<file path="config.mk">
export PLATFORM = sky130hd
export DESIGN_NAME = sha1_stream_hasher_top
export DESIGN_NICKNAME = d
export VERILOG_FILES = /design/src/hdl/sha1sh_pkg.sv /design/src/hdl/sha1_stream_hasher_top.sv /design/src/hdl/sha1sh_sched.sv /design/src/hdl/sha1sh_round.sv
export SDC_FILE = /design/constraint.sdc
export NUM_CORES = 2
export LEC_CHECK = 0
export BUFFER_PORTS_ARGS = -buffer_cell sky130_fd_sc_hd__buf_2
export CAP_MARGIN = 10
export CORE_MARGIN = 8
export CORE_UTILIZATION = 35
export CTS_CLUSTER_DIAMETER = 40
export DETAILED_ROUTE_END_ITERATION = 7
export GPL_ROUTABILITY_DRIVEN = 0
export GPL_TIMING_DRIVEN = 0
export MAX_ROUTING_LAYER = met4
export PLACE_DENSITY_LB_ADDON = 0.25
export SYNTH_ARGS = -nofsm -noshare
export SYNTH_HDL_FRONTEND = slang
export SYNTH_SLANG_ARGS = --single-unit
</file>
<file path="constraint.sdc">
create_clock -name aclk -period 13.6 [get_ports aclk]
set_clock_uncertainty 0.15 [all_clocks]
set_input_delay 0.68 -clock aclk [delete_from_list [all_inputs] [get_ports aclk]]
set_output_delay 0.68 -clock aclk [all_outputs]
set_load 0.005 [all_outputs]
</file>
<file path="src/hdl/sha1sh_pkg.sv">
// Shared constants, types and round functions of the SHA-1 stream hasher.
package sha1sh_pkg;

    // Initial chaining values.
    localparam logic [31:0] H0_INIT = 32'h67452301;
    localparam logic [31:0] H1_INIT = 32'hEFCDAB89;
    localparam logic [31:0] H2_INIT = 32'h98BADCFE;
    localparam logic [31:0] H3_INIT = 32'h10325476;
    localparam logic [31:0] H4_INIT = 32'hC3D2E1F0;

    // Round constants, one per group of twenty rounds.
    localparam logic [31:0] K_0 = 32'h5A827999;
    localparam logic [31:0] K_1 = 32'h6ED9EBA1;
    localparam logic [31:0] K_2 = 32'h8F1BBCDC;
    localparam logic [31:0] K_3 = 32'hCA62C1D6;

    // Padding byte and the block layout.
    localparam logic [7:0] PAD_BYTE     = 8'h80;
    localparam logic [5:0] LEN_POS      = 6'd56;
    localparam logic [5:0] LAST_POS     = 6'd63;
    localparam logic [6:0] LAST_ROUND   = 7'd79;
    localparam logic [6:0] FIRST_EXPAND = 7'd16;
    localparam logic [2:0] LAST_WORD    = 3'd4;
    localparam logic [6:0] GROUP_1      = 7'd20;
    localparam logic [6:0] GROUP_2      = 7'd40;
    localparam logic [6:0] GROUP_3      = 7'd60;

    typedef logic [31:0] word_t;

    // Control of the message schedule window.
    typedef struct packed {
        logic push_byte;   // shift one message byte in
        logic step;        // advance one round
        logic expand;      // round 16 or later: compute a new schedule word
    } sched_ctl_t;

    // Control of the round unit.
    typedef struct packed {
        logic       load;  // copy the chaining words into the working variables
        logic       step;  // perform one round
        logic [6:0] rnd;   // index of the round being performed
    } rnd_ctl_t;

    function automatic word_t rol32(input word_t x, input int unsigned n);
        word_t r;
        r = (x << n) | (x >> (32 - n));
        return r;
    endfunction

    // Boolean function of the round group.
    function automatic word_t round_f(input logic [6:0] rnd, input word_t b,
                                      input word_t c, input word_t d);
        word_t f;
        if (rnd < GROUP_1) begin
            f = (b & c) | (~b & d);
        end else if (rnd < GROUP_2) begin
            f = b ^ c ^ d;
        end else if (rnd < GROUP_3) begin
            f = (b & c) | (b & d) | (c & d);
        end else begin
            f = b ^ c ^ d;
        end
        return f;
    endfunction

    // Additive constant of the round group.
    function automatic word_t round_k(input logic [6:0] rnd);
        word_t k;
        if (rnd < GROUP_1) begin
            k = K_0;
        end else if (rnd < GROUP_2) begin
            k = K_1;
        end else if (rnd < GROUP_3) begin
            k = K_2;
        end else begin
            k = K_3;
        end
        return k;
    endfunction

endpackage

</file>
<file path="src/hdl/sha1_stream_hasher_top.sv">
// Top level of the SHA-1 stream hasher: byte intake, padding sequencer and digest output.
//
// Channel  Direction  tdata                tuser        tlast
// s_       in         [7:0] msg_byte       has_byte     end_of_message
// m_       out        [31:0] digest_word   -            last_word
//
// A transaction that does not complete a block pushes its byte, if any; a full block then
// runs the 80 rounds of the shared unit and then the chaining add.
// Closing a message with p bytes buffered pushes 64 - p pad, zero and length bytes,
// one a cycle outside compressions (128 - p when p is 56 or more), with a step without
// a push before the length; five digest words follow, one per cycle while m_tready
// is high, and s_tready stays low throughout. aresetn is synchronous, active low.
module sha1_stream_hasher_top
    import sha1sh_pkg::*;
(
    input  logic        aclk,
    input  logic        aresetn,
    input  logic        s_tvalid,
    output logic        s_tready,
    input  logic [7:0]  s_tdata,    // [7:0] msg_byte
    input  logic        s_tuser,    // [0] has_byte
    input  logic        s_tlast,
    output logic        m_tvalid,
    input  logic        m_tready,
    output logic [31:0] m_tdata,    // [31:0] digest_word
    output logic        m_tlast
);

    // Sequencer states.
    localparam logic [2:0] ST_IDLE  = 3'd0;
    localparam logic [2:0] ST_PAD80 = 3'd1;
    localparam logic [2:0] ST_PADZ  = 3'd2;
    localparam logic [2:0] ST_LEN   = 3'd3;
    localparam logic [2:0] ST_COMP  = 3'd4;
    localparam logic [2:0] ST_ADD   = 3'd5;
    localparam logic [2:0] ST_OUT   = 3'd6;

    logic [2:0]  state_reg, state_next;
    logic [2:0]  after_reg, after_next;
    logic [5:0]  pos_reg, pos_next;
    logic [63:0] bits_reg, bits_next;
    logic [6:0]  rnd_reg, rnd_next;
    logic [2:0]  wcnt_reg, wcnt_next;
    word_t       chain_reg  [5];
    word_t       chain_next [5];
    word_t       vars       [5];
    word_t       w_cur;

    logic        s_acc;
    logic        push;
    logic [7:0]  push_data;
    logic        wrap;
    sched_ctl_t  sched_ctl;
    rnd_ctl_t    rnd_ctl;

    assign s_acc    = s_tvalid && s_tready;
    assign s_tready = (state_reg == ST_IDLE);
    assign m_tvalid = (state_reg == ST_OUT);
    assign m_tdata  = chain_reg[0];
    assign m_tlast  = (wcnt_reg == LAST_WORD);

    // Sequencer: byte pushes, padding, compression and digest output.
    always_comb begin
        state_next = state_reg;
        after_next = after_reg;
        pos_next   = pos_reg;
        bits_next  = bits_reg;
        rnd_next   = rnd_reg;
        wcnt_next  = wcnt_reg;
        chain_next = chain_reg;
        push       = 1'b0;
        push_data  = 8'h00;
        case (state_reg)
            ST_IDLE: begin
                if (s_acc) begin
                    push      = s_tuser;
                    push_data = s_tdata;
                    if (s_tuser) begin
                        bits_next = bits_reg + 64'd8;
                    end
                    if (s_tuser && pos_reg == LAST_POS) begin
                        state_next = ST_COMP;
                        after_next = s_tlast ? ST_PAD80 : ST_IDLE;
                    end else if (s_tlast) begin
                        state_next = ST_PAD80;
                    end
                end
            end
            ST_PAD80: begin
                push       = 1'b1;
                push_data  = PAD_BYTE;
                state_next = (pos_reg == LAST_POS) ? ST_COMP : ST_PADZ;
                after_next = ST_PADZ;
            end
            ST_PADZ: begin
                if (pos_reg == LEN_POS) begin
                    state_next = ST_LEN;
                end else begin
                    push = 1'b1;
                    if (pos_reg == LAST_POS) begin
                        state_next = ST_COMP;
                        after_next = ST_PADZ;
                    end
                end
            end
            ST_LEN: begin
                // The count is shifted out most significant byte first.
                push      = 1'b1;
                push_data = bits_reg[63:56];
                bits_next = {bits_reg[55:0], 8'h00};
                if (pos_reg == LAST_POS) begin
                    state_next = ST_COMP;
                    after_next = ST_OUT;
                end
            end
            ST_COMP: begin
                rnd_next = rnd_reg + 7'd1;
                if (rnd_reg == LAST_ROUND) begin
                    state_next = ST_ADD;
                end
            end
            ST_ADD: begin
                for (int i = 0; i < 5; i++) begin
                    chain_next[i] = chain_reg[i] + vars[i];
                end
                state_next = after_reg;
                wcnt_next  = 3'd0;
            end
            ST_OUT: begin
                // Rotate the chaining words past the output register.
                if (m_tready) begin
                    wcnt_next = wcnt_reg + 3'd1;
                    for (int i = 0; i < 4; i++) begin
                        chain_next[i] = chain_reg[i + 1];
                    end
                    chain_next[4] = chain_reg[0];
                    if (wcnt_reg == LAST_WORD) begin
                        state_next    = ST_IDLE;
                        chain_next[0] = H0_INIT;
                        chain_next[1] = H1_INIT;
                        chain_next[2] = H2_INIT;
                        chain_next[3] = H3_INIT;
                        chain_next[4] = H4_INIT;
                        pos_next      = 6'd0;
                        bits_next     = 64'd0;
                    end
                end
            end
            default: begin
                state_next = ST_IDLE;
            end
        endcase
        if (push) begin
            pos_next = pos_reg + 6'd1;
        end
        if (wrap) begin
            rnd_next = 7'd0;
        end
    end

    // A push into the last byte slot completes a block.
    assign wrap = push && (pos_reg == LAST_POS);

    assign sched_ctl.push_byte = push;
    assign sched_ctl.step      = (state_reg == ST_COMP);
    assign sched_ctl.expand    = (rnd_reg >= FIRST_EXPAND);

    assign rnd_ctl.load = wrap;
    assign rnd_ctl.step = (state_reg == ST_COMP);
    assign rnd_ctl.rnd  = rnd_reg;

    // Control and chaining registers.
    always_ff @(posedge aclk) begin
        if (!aresetn) begin
            state_reg    <= ST_IDLE;
            after_reg    <= ST_IDLE;
            pos_reg      <= 6'd0;
            bits_reg     <= 64'd0;
            rnd_reg      <= 7'd0;
            wcnt_reg     <= 3'd0;
            chain_reg[0] <= H0_INIT;
            chain_reg[1] <= H1_INIT;
            chain_reg[2] <= H2_INIT;
            chain_reg[3] <= H3_INIT;
            chain_reg[4] <= H4_INIT;
        end else begin
            state_reg <= state_next;
            after_reg <= after_next;
            pos_reg   <= pos_next;
            bits_reg  <= bits_next;
            rnd_reg   <= rnd_next;
            wcnt_reg  <= wcnt_next;
            chain_reg <= chain_next;
        end
    end

    sha1sh_sched u_sched (
        .aclk    (aclk),
        .ctl     (sched_ctl),
        .byte_in (push_data),
        .w_out   (w_cur)
    );

    sha1sh_round u_round (
        .aclk     (aclk),
        .ctl      (rnd_ctl),
        .w_in     (w_cur),
        .chain_in (chain_reg),
        .vars_out (vars)
    );

endmodule

</file>
<file path="src/hdl/sha1sh_sched.sv">
// Message schedule window: collects the block bytes and expands the schedule words.
module sha1sh_sched
    import sha1sh_pkg::*;
(
    input  logic       aclk,
    input  sched_ctl_t ctl,
    input  logic [7:0] byte_in,
    output word_t      w_out
);

    // Sixteen words, the oldest in the top bits; bytes enter at the bottom.
    logic [511:0] win_reg;
    logic [511:0] win_next;
    word_t        w_expanded;

    // The oldest word is used directly in the first sixteen rounds and
    // rotated back in, so that the window then holds W[t-16] to W[t-1].
    assign w_expanded = rol32(win_reg[511:480] ^ win_reg[447:416] ^
                              win_reg[255:224] ^ win_reg[95:64], 1);
    assign w_out      = ctl.expand ? w_expanded : win_reg[511:480];

    // Next window contents.
    always_comb begin
        win_next = win_reg;
        if (ctl.push_byte) begin
            win_next = {win_reg[503:0], byte_in};
        end else if (ctl.step) begin
            win_next = {win_reg[479:0], w_out};
        end
    end

    // The window needs no reset: it is always filled before it is read.
    always_ff @(posedge aclk) begin
        win_reg <= win_next;
    end

endmodule

</file>
<file path="src/hdl/sha1sh_round.sv">
// Shared round unit: the five working variables and one SHA-1 round per cycle while step is set.
module sha1sh_round
    import sha1sh_pkg::*;
(
    input  logic     aclk,
    input  rnd_ctl_t ctl,
    input  word_t    w_in,
    input  word_t    chain_in [5],
    output word_t    vars_out [5]
);

    word_t vars_reg  [5];
    word_t vars_next [5];
    word_t tmp;

    // One round: rotate, boolean function, four additions.
    assign tmp = rol32(vars_reg[0], 5) + round_f(ctl.rnd, vars_reg[1], vars_reg[2], vars_reg[3])
               + vars_reg[4] + w_in + round_k(ctl.rnd);

    always_comb begin
        vars_next = vars_reg;
        if (ctl.load) begin
            vars_next = chain_in;
        end else if (ctl.step) begin
            vars_next[0] = tmp;
            vars_next[1] = vars_reg[0];
            vars_next[2] = rol32(vars_reg[1], 30);
            vars_next[3] = vars_reg[2];
            vars_next[4] = vars_reg[3];
        end
    end

    // Working variables are loaded before every compression.
    always_ff @(posedge aclk) begin
        vars_reg <= vars_next;
    end

    assign vars_out = vars_reg;

endmodule
</file>
==> report_table.html <==
<table>
<tr><th>Metric</th><th>Value</th></tr>
<tr><th colspan="2">Global routing</th></tr>
<tr><td>Number of global-route vias before repair</td><td>45.4k</td></tr>
<tr><td>Wire length of the first global-routing pass</td><td>309000 µm</td></tr>
<tr><td>Initial antenna violation count</td><td>4</td></tr>
<tr><td>Total routing usage reported by global routing</td><td>25.3%</td></tr>
<tr><td>Pin count of the biggest net entering global routing</td><td>124</td></tr>
<tr><td>Grt ovf</td><td>0</td></tr>
<tr><th colspan="2">Setup path</th></tr>
<tr><td>Critical Path Fanout Max</td><td>10</td></tr>
<tr><td>Type of element launching the critical path</td><td>register</td></tr>
<tr><td>Start point of the critical path</td><td>rnd_reg[4]$_SDFFE_PP0P_</td></tr>
<tr><td>Crit path kind</td><td>register to register</td></tr>
<tr><td>Data arrival at the endpoint of the critical path</td><td>9000 ps</td></tr>
<tr><td>Kind of end point of the critical path</td><td>register</td></tr>
<tr><td>Slowest stage delay, CP</td><td>670 ps</td></tr>
<tr><td>Slowest stage cell on the critical path</td><td>sky130_fd_sc_hd__clkbuf_1</td></tr>
<tr><td>Worst reg2reg startpoint</td><td>rnd_reg[4]$_SDFFE_PP0P_</td></tr>
<tr><td>Worst reg-to-reg setup slack</td><td>4950 ps</td></tr>
<tr><td>Cell type group with the largest total delay on the critical path</td><td>adder cells</td></tr>
<tr><td>Combined buffer and inverter count along the critical path</td><td>7</td></tr>
<tr><td>WP data required</td><td>13950 ps</td></tr>
<tr><td>FF-to-FF path depth</td><td>27</td></tr>
<tr><td>Worst setup path end</td><td>u_round.vars_out[159]$_DFFE_PP_</td></tr>
<tr><td>WP depth</td><td>27</td></tr>
<tr><td>End of the worst register-to-register path</td><td>u_round.vars_out[159]$_DFFE_PP_</td></tr>
<tr><th colspan="2">Pwr</th></tr>
<tr><td>Switch share</td><td>31.8%</td></tr>
<tr><td>Power share of the clock group</td><td>40.7%</td></tr>
<tr><td>PwrDens</td><td>158 nW/µm²</td></tr>
<tr><td>Sequential share of power</td><td>41.5%</td></tr>
<tr><td>Internal Dissipation</td><td>6730 µW</td></tr>
<tr><td>Switching power</td><td>3130 µW</td></tr>
<tr><td>Combinational share of power</td><td>17.9%</td></tr>
<tr><td>Worst supply voltage drop on vdd</td><td>132 µV</td></tr>
<tr><td>Leakage component of the power</td><td>0.0257 µW</td></tr>
<tr><th colspan="2">Detailed routing</th></tr>
<tr><td>First-pass DRT Iterations</td><td>8</td></tr>
<tr><td>Sum of routed wire length over all layers</td><td>215000 µm</td></tr>
<tr><td>Overall via count from detail_route</td><td>48.2k</td></tr>
<tr><td>Antenna-violating nets left</td><td>0</td></tr>
<tr><td>DRC errors left</td><td>0</td></tr>
<tr><td>Routed wire length per instance</td><td>25.3 µm</td></tr>
<tr><td>Violation count after the first detailed-route iteration</td><td>7311</td></tr>
<tr><td>Vias per inst</td><td>5.67</td></tr>
<tr><th colspan="2">CTS</th></tr>
<tr><td>Number of cells upsized or downsized after cts</td><td>0</td></tr>
<tr><td>Reg clk slew, reported paths</td><td>60 ps</td></tr>
<tr><td>H-tree depth reported by CTS</td><td>4</td></tr>
<tr><td>Number of clock sinks seen by CTS</td><td>915</td></tr>
<tr><td>TritonCTS buffer count</td><td>148</td></tr>
<tr><td>Largest buffer count on any clock path</td><td>3</td></tr>
<tr><td>TritonCTS clock tree</td><td>built</td></tr>
<tr><td>Buffer type at the clock tree root</td><td>sky130_fd_sc_hd__clkbuf_16</td></tr>
<tr><td>Hold-fix buffers at CTS</td><td>0</td></tr>
<tr><td>Buffer count from post-CTS setup fixing</td><td>0</td></tr>
<tr><td>Worst skew pair latency</td><td>810 ps</td></tr>
<tr><th colspan="2">Synthesis</th></tr>
<tr><td>Yosys warnings</td><td>0</td></tr>
<tr><td>Post-Syn Area</td><td>54100 µm²</td></tr>
<tr><td>Area share of the leading cell type in the synthesized netlist</td><td>37.3%</td></tr>
<tr><td>Main synth FF type</td><td>sky130_fd_sc_hd__edfxtp_1</td></tr>
<tr><td>Post-synth EDFFs</td><td>672</td></tr>
<tr><td>Net count after synthesis</td><td>6468</td></tr>
<tr><td>Synthesized flop and latch total</td><td>915</td></tr>
<tr><td>FFs w/ async S/R, synth</td><td>0%</td></tr>
<tr><td>Avg Synthesized Cell Area</td><td>8.87 µm²</td></tr>
<tr><td>Proportion of synthesized chip area in sequential cells</td><td>46.3%</td></tr>
<tr><td>Unique cell type count in the Yosys netlist</td><td>98</td></tr>
<tr><td>Biggest area consumer among synthesized cells</td><td>sky130_fd_sc_hd__edfxtp_1</td></tr>
<tr><td>Gate count of the mapped netlist</td><td>6102</td></tr>
<tr><td>Leading cell types by total area after synthesis</td><td>sky130_fd_sc_hd__edfxtp_1 (37%), sky130_fd_sc_hd__nand2_1 (15%), sky130_fd_sc_hd__dfxtp_1 (9.0%)</td></tr>
<tr><th colspan="2">Timing</th></tr>
<tr><td>RSZ-0062 raised after global routing</td><td>no</td></tr>
<tr><td>Worst-margin pin slew</td><td>1470 ps</td></tr>
<tr><td>Worst hold slack across all endpoints</td><td>81.0 ps</td></tr>
<tr><td>Max Clk Rate</td><td>0.116 GHz</td></tr>
<tr><td>Final Max Slew Viols</td><td>0</td></tr>
<tr><td>Total of endpoints with negative setup slack in the final report</td><td>0</td></tr>
<tr><td>Final min period</td><td>8650 ps</td></tr>
<tr><td>Final number of hold-violating endpoints</td><td>0</td></tr>
<tr><td>Setup Total Neg Slack</td><td>0 ps</td></tr>
<tr><td>Final Cycle Share</td><td>63.6%</td></tr>
<tr><td>Tightest slew margin relative to the limit</td><td>2.22%</td></tr>
<tr><th colspan="2">Floorplanning</th></tr>
<tr><td>Number of placed I/O pins</td><td>49</td></tr>
<tr><td>Core area</td><td>154000 µm²</td></tr>
<tr><td>Die Span Y</td><td>409 µm</td></tr>
<tr><td>Horizontal extent of the die</td><td>409 µm</td></tr>
<tr><td>Die footprint</td><td>168000 µm²</td></tr>
<tr><td>Initial cell density of the core</td><td>35.2%</td></tr>
<tr><td>Row Count</td><td>144</td></tr>
<tr><th colspan="2">Run</th></tr>
<tr><td>Max_cap viols</td><td>0</td></tr>
<tr><th colspan="2">Placement</th></tr>
<tr><td>Placed standard-cell area</td><td>57300 µm²</td></tr>
<tr><td>Placed wire-length estimate after detailed placement</td><td>161000 µm</td></tr>
<tr><td>IO Port Bufs</td><td>48</td></tr>
<tr><th colspan="2">Finish</th></tr>
<tr><td>Max FFs per register</td><td>512</td></tr>
<tr><td>Utilization after layout</td><td>40.7%</td></tr>
<tr><td>Post-layout nets</td><td>6683</td></tr>
<tr><td>Layout-stage area growth over the synthesis result</td><td>15.6%</td></tr>
<tr><td>Fraction of final layout cells sized beyond drive strength 1</td><td>6.02%</td></tr>
<tr><td>Final Cell Area</td><td>62600 µm²</td></tr>
<tr><td>Count of filler cells inserted in the layout</td><td>15.4k</td></tr>
<tr><td>Sequential cell area</td><td>25000 µm²</td></tr>
<tr><td>Combined area of the multi-input logic cells</td><td>27200 µm²</td></tr>
<tr><th colspan="2">Outcome</th></tr>
<tr><td>Result of the run</td><td>completed</td></tr>
<tr><th colspan="2">Worst hold path</th></tr>
<tr><td>Worst hold path class</td><td>input port to register</td></tr>
</table>
through the flow:
| stage | instances | total power, µW | worst slack, ps |
|---|---|---|---|
| after floorplan | 6102 | 5260 | 4840 |
| after global placement | 8194 | 5970 | 579 |
| after detailed placement | 8211 | 5880 | 5060 |
| after CTS | 8487 | 9890 | 5070 |
| after global routing | 8490 | 10300 | 4730 |
| final | 8492 | 9870 | 4950 |
worst min path at each step:
stage                                    from                            to  slack (ps)  cells after the start
floorplan           after_reg[1]$_SDFFE_PN0P_     after_reg[1]$_SDFFE_PN0P_         290                      2
global placement    after_reg[1]$_SDFFE_PN0P_     after_reg[1]$_SDFFE_PN0P_         290                      2
detailed placement  after_reg[1]$_SDFFE_PN0P_     after_reg[1]$_SDFFE_PN0P_         310                      2
CTS                                s_tdata[1]  u_sched.win_reg[1]$_DFFE_PP_          20                      3
global route                       s_tdata[1]  u_sched.win_reg[1]$_DFFE_PP_          70                      3
finish                             s_tdata[1]  u_sched.win_reg[1]$_DFFE_PP_          80                      3
power by group through the flow:
stage          registers, µW  logic [µW]  clock network, µW
2_1_floorplan           4030        1230                  0
6_report                4090        1760               4010
3_5_place_dp            4130        1750                  0
5_1_grt                 4130        1960               4170
4_1_cts                 4090        1760               4050
3_3_place_gp            4270        1700                  0
cell families (layout without fill, tap and decap cells):
family / count (synthesis) / count (layout) / share of synthesized area (%)
other: 0 / 5 / 0
and+or+nand+nor: 2970 / 2970 / 22.3
muxes: 13 / 13 / 0.247
AOI/OAI and AO/OA: 1121 / 1121 / 13.6
DFF: 915 / 915 / 46.3
adders and majority gates: 352 / 352 / 9.87
xor gates and xnor gates: 255 / 255 / 4.13
buffers and inverters: 476 / 817 / 3.60
cell usage in the layout, fill, tap and decap left out, drive strengths merged, types with 24 or more instances in the layout:
cell	netlist	final
nand2	2181	2181
edfxtp	672	672
clkbuf	285	465
nor2	354	354
o21ai	325	325
a21oi	254	254
dfxtp	243	243
ha	227	227
xnor2	193	193
inv	133	153
fa	125	125
buf	56	121
nand3	111	111
nor3	91	91
a21o	83	83
xor2	62	62
a221oi	54	54
nor2b	50	50
clkinv	1	48
o211ai	42	42
o21a	37	37
a211oi	36	36
a31oi	33	33
and3	30	30
o311ai	30	30
nand2b	28	28
or3	27	27
and2	25	25
nand4	24	24
o221ai	24	24
o32ai	24	24
layer usage:
| layer | GRT usage (%) | up-vias | wire length (µm) |
|---|---|---|---|
| met5 | - | - | 0 |
| met4 | 11.0 | 0 | 10700 |
| met3 | 6.69 | 528 | 25700 |
| met2 | 36.4 | 2865 | 90600 |
| met1 | 33.5 | 23200 | 87800 |
| li1 | - | 21600 | - |
cell type report:
type,count,area share [%]
plain buffers,342,2.31
well taps,2044,4.09
multi-input cells,4711,43.4
diodes,5,0.0200
repair buffers,65,0.902
clock buffers,180,6.27
clock inverters,96,2.17
inverters,134,0.804
flip-flops and latches,915,40.0
cell usage after synthesis, types with 52 or more instances:
cell	count
sky130_fd_sc_hd__nand3_1	111
sky130_fd_sc_hd__ha_1	227
sky130_fd_sc_hd__nor3_1	91
sky130_fd_sc_hd__a221oi_1	52
sky130_fd_sc_hd__nand2_1	2181
sky130_fd_sc_hd__xnor2_1	193
sky130_fd_sc_hd__xor2_1	62
sky130_fd_sc_hd__a21o_1	80
sky130_fd_sc_hd__edfxtp_1	672
sky130_fd_sc_hd__inv_1	132
sky130_fd_sc_hd__dfxtp_1	243
sky130_fd_sc_hd__nor2_1	354
sky130_fd_sc_hd__clkbuf_1	282
sky130_fd_sc_hd__fa_1	125
sky130_fd_sc_hd__a21oi_1	253
sky130_fd_sc_hd__o21ai_0	307
worst register-to-register path: cells and delay by family, from the launching register on:
kind / cells / cell delay [ps]
adders and majority gates: 5 / 2150
and+or+nand+nor: 7 / 2130
AOI/OAI and AO/OA: 8 / 1960
buffers and inverters: 7 / 1700
DFF: 1 / 300
(Power assumes the default switching activity.)
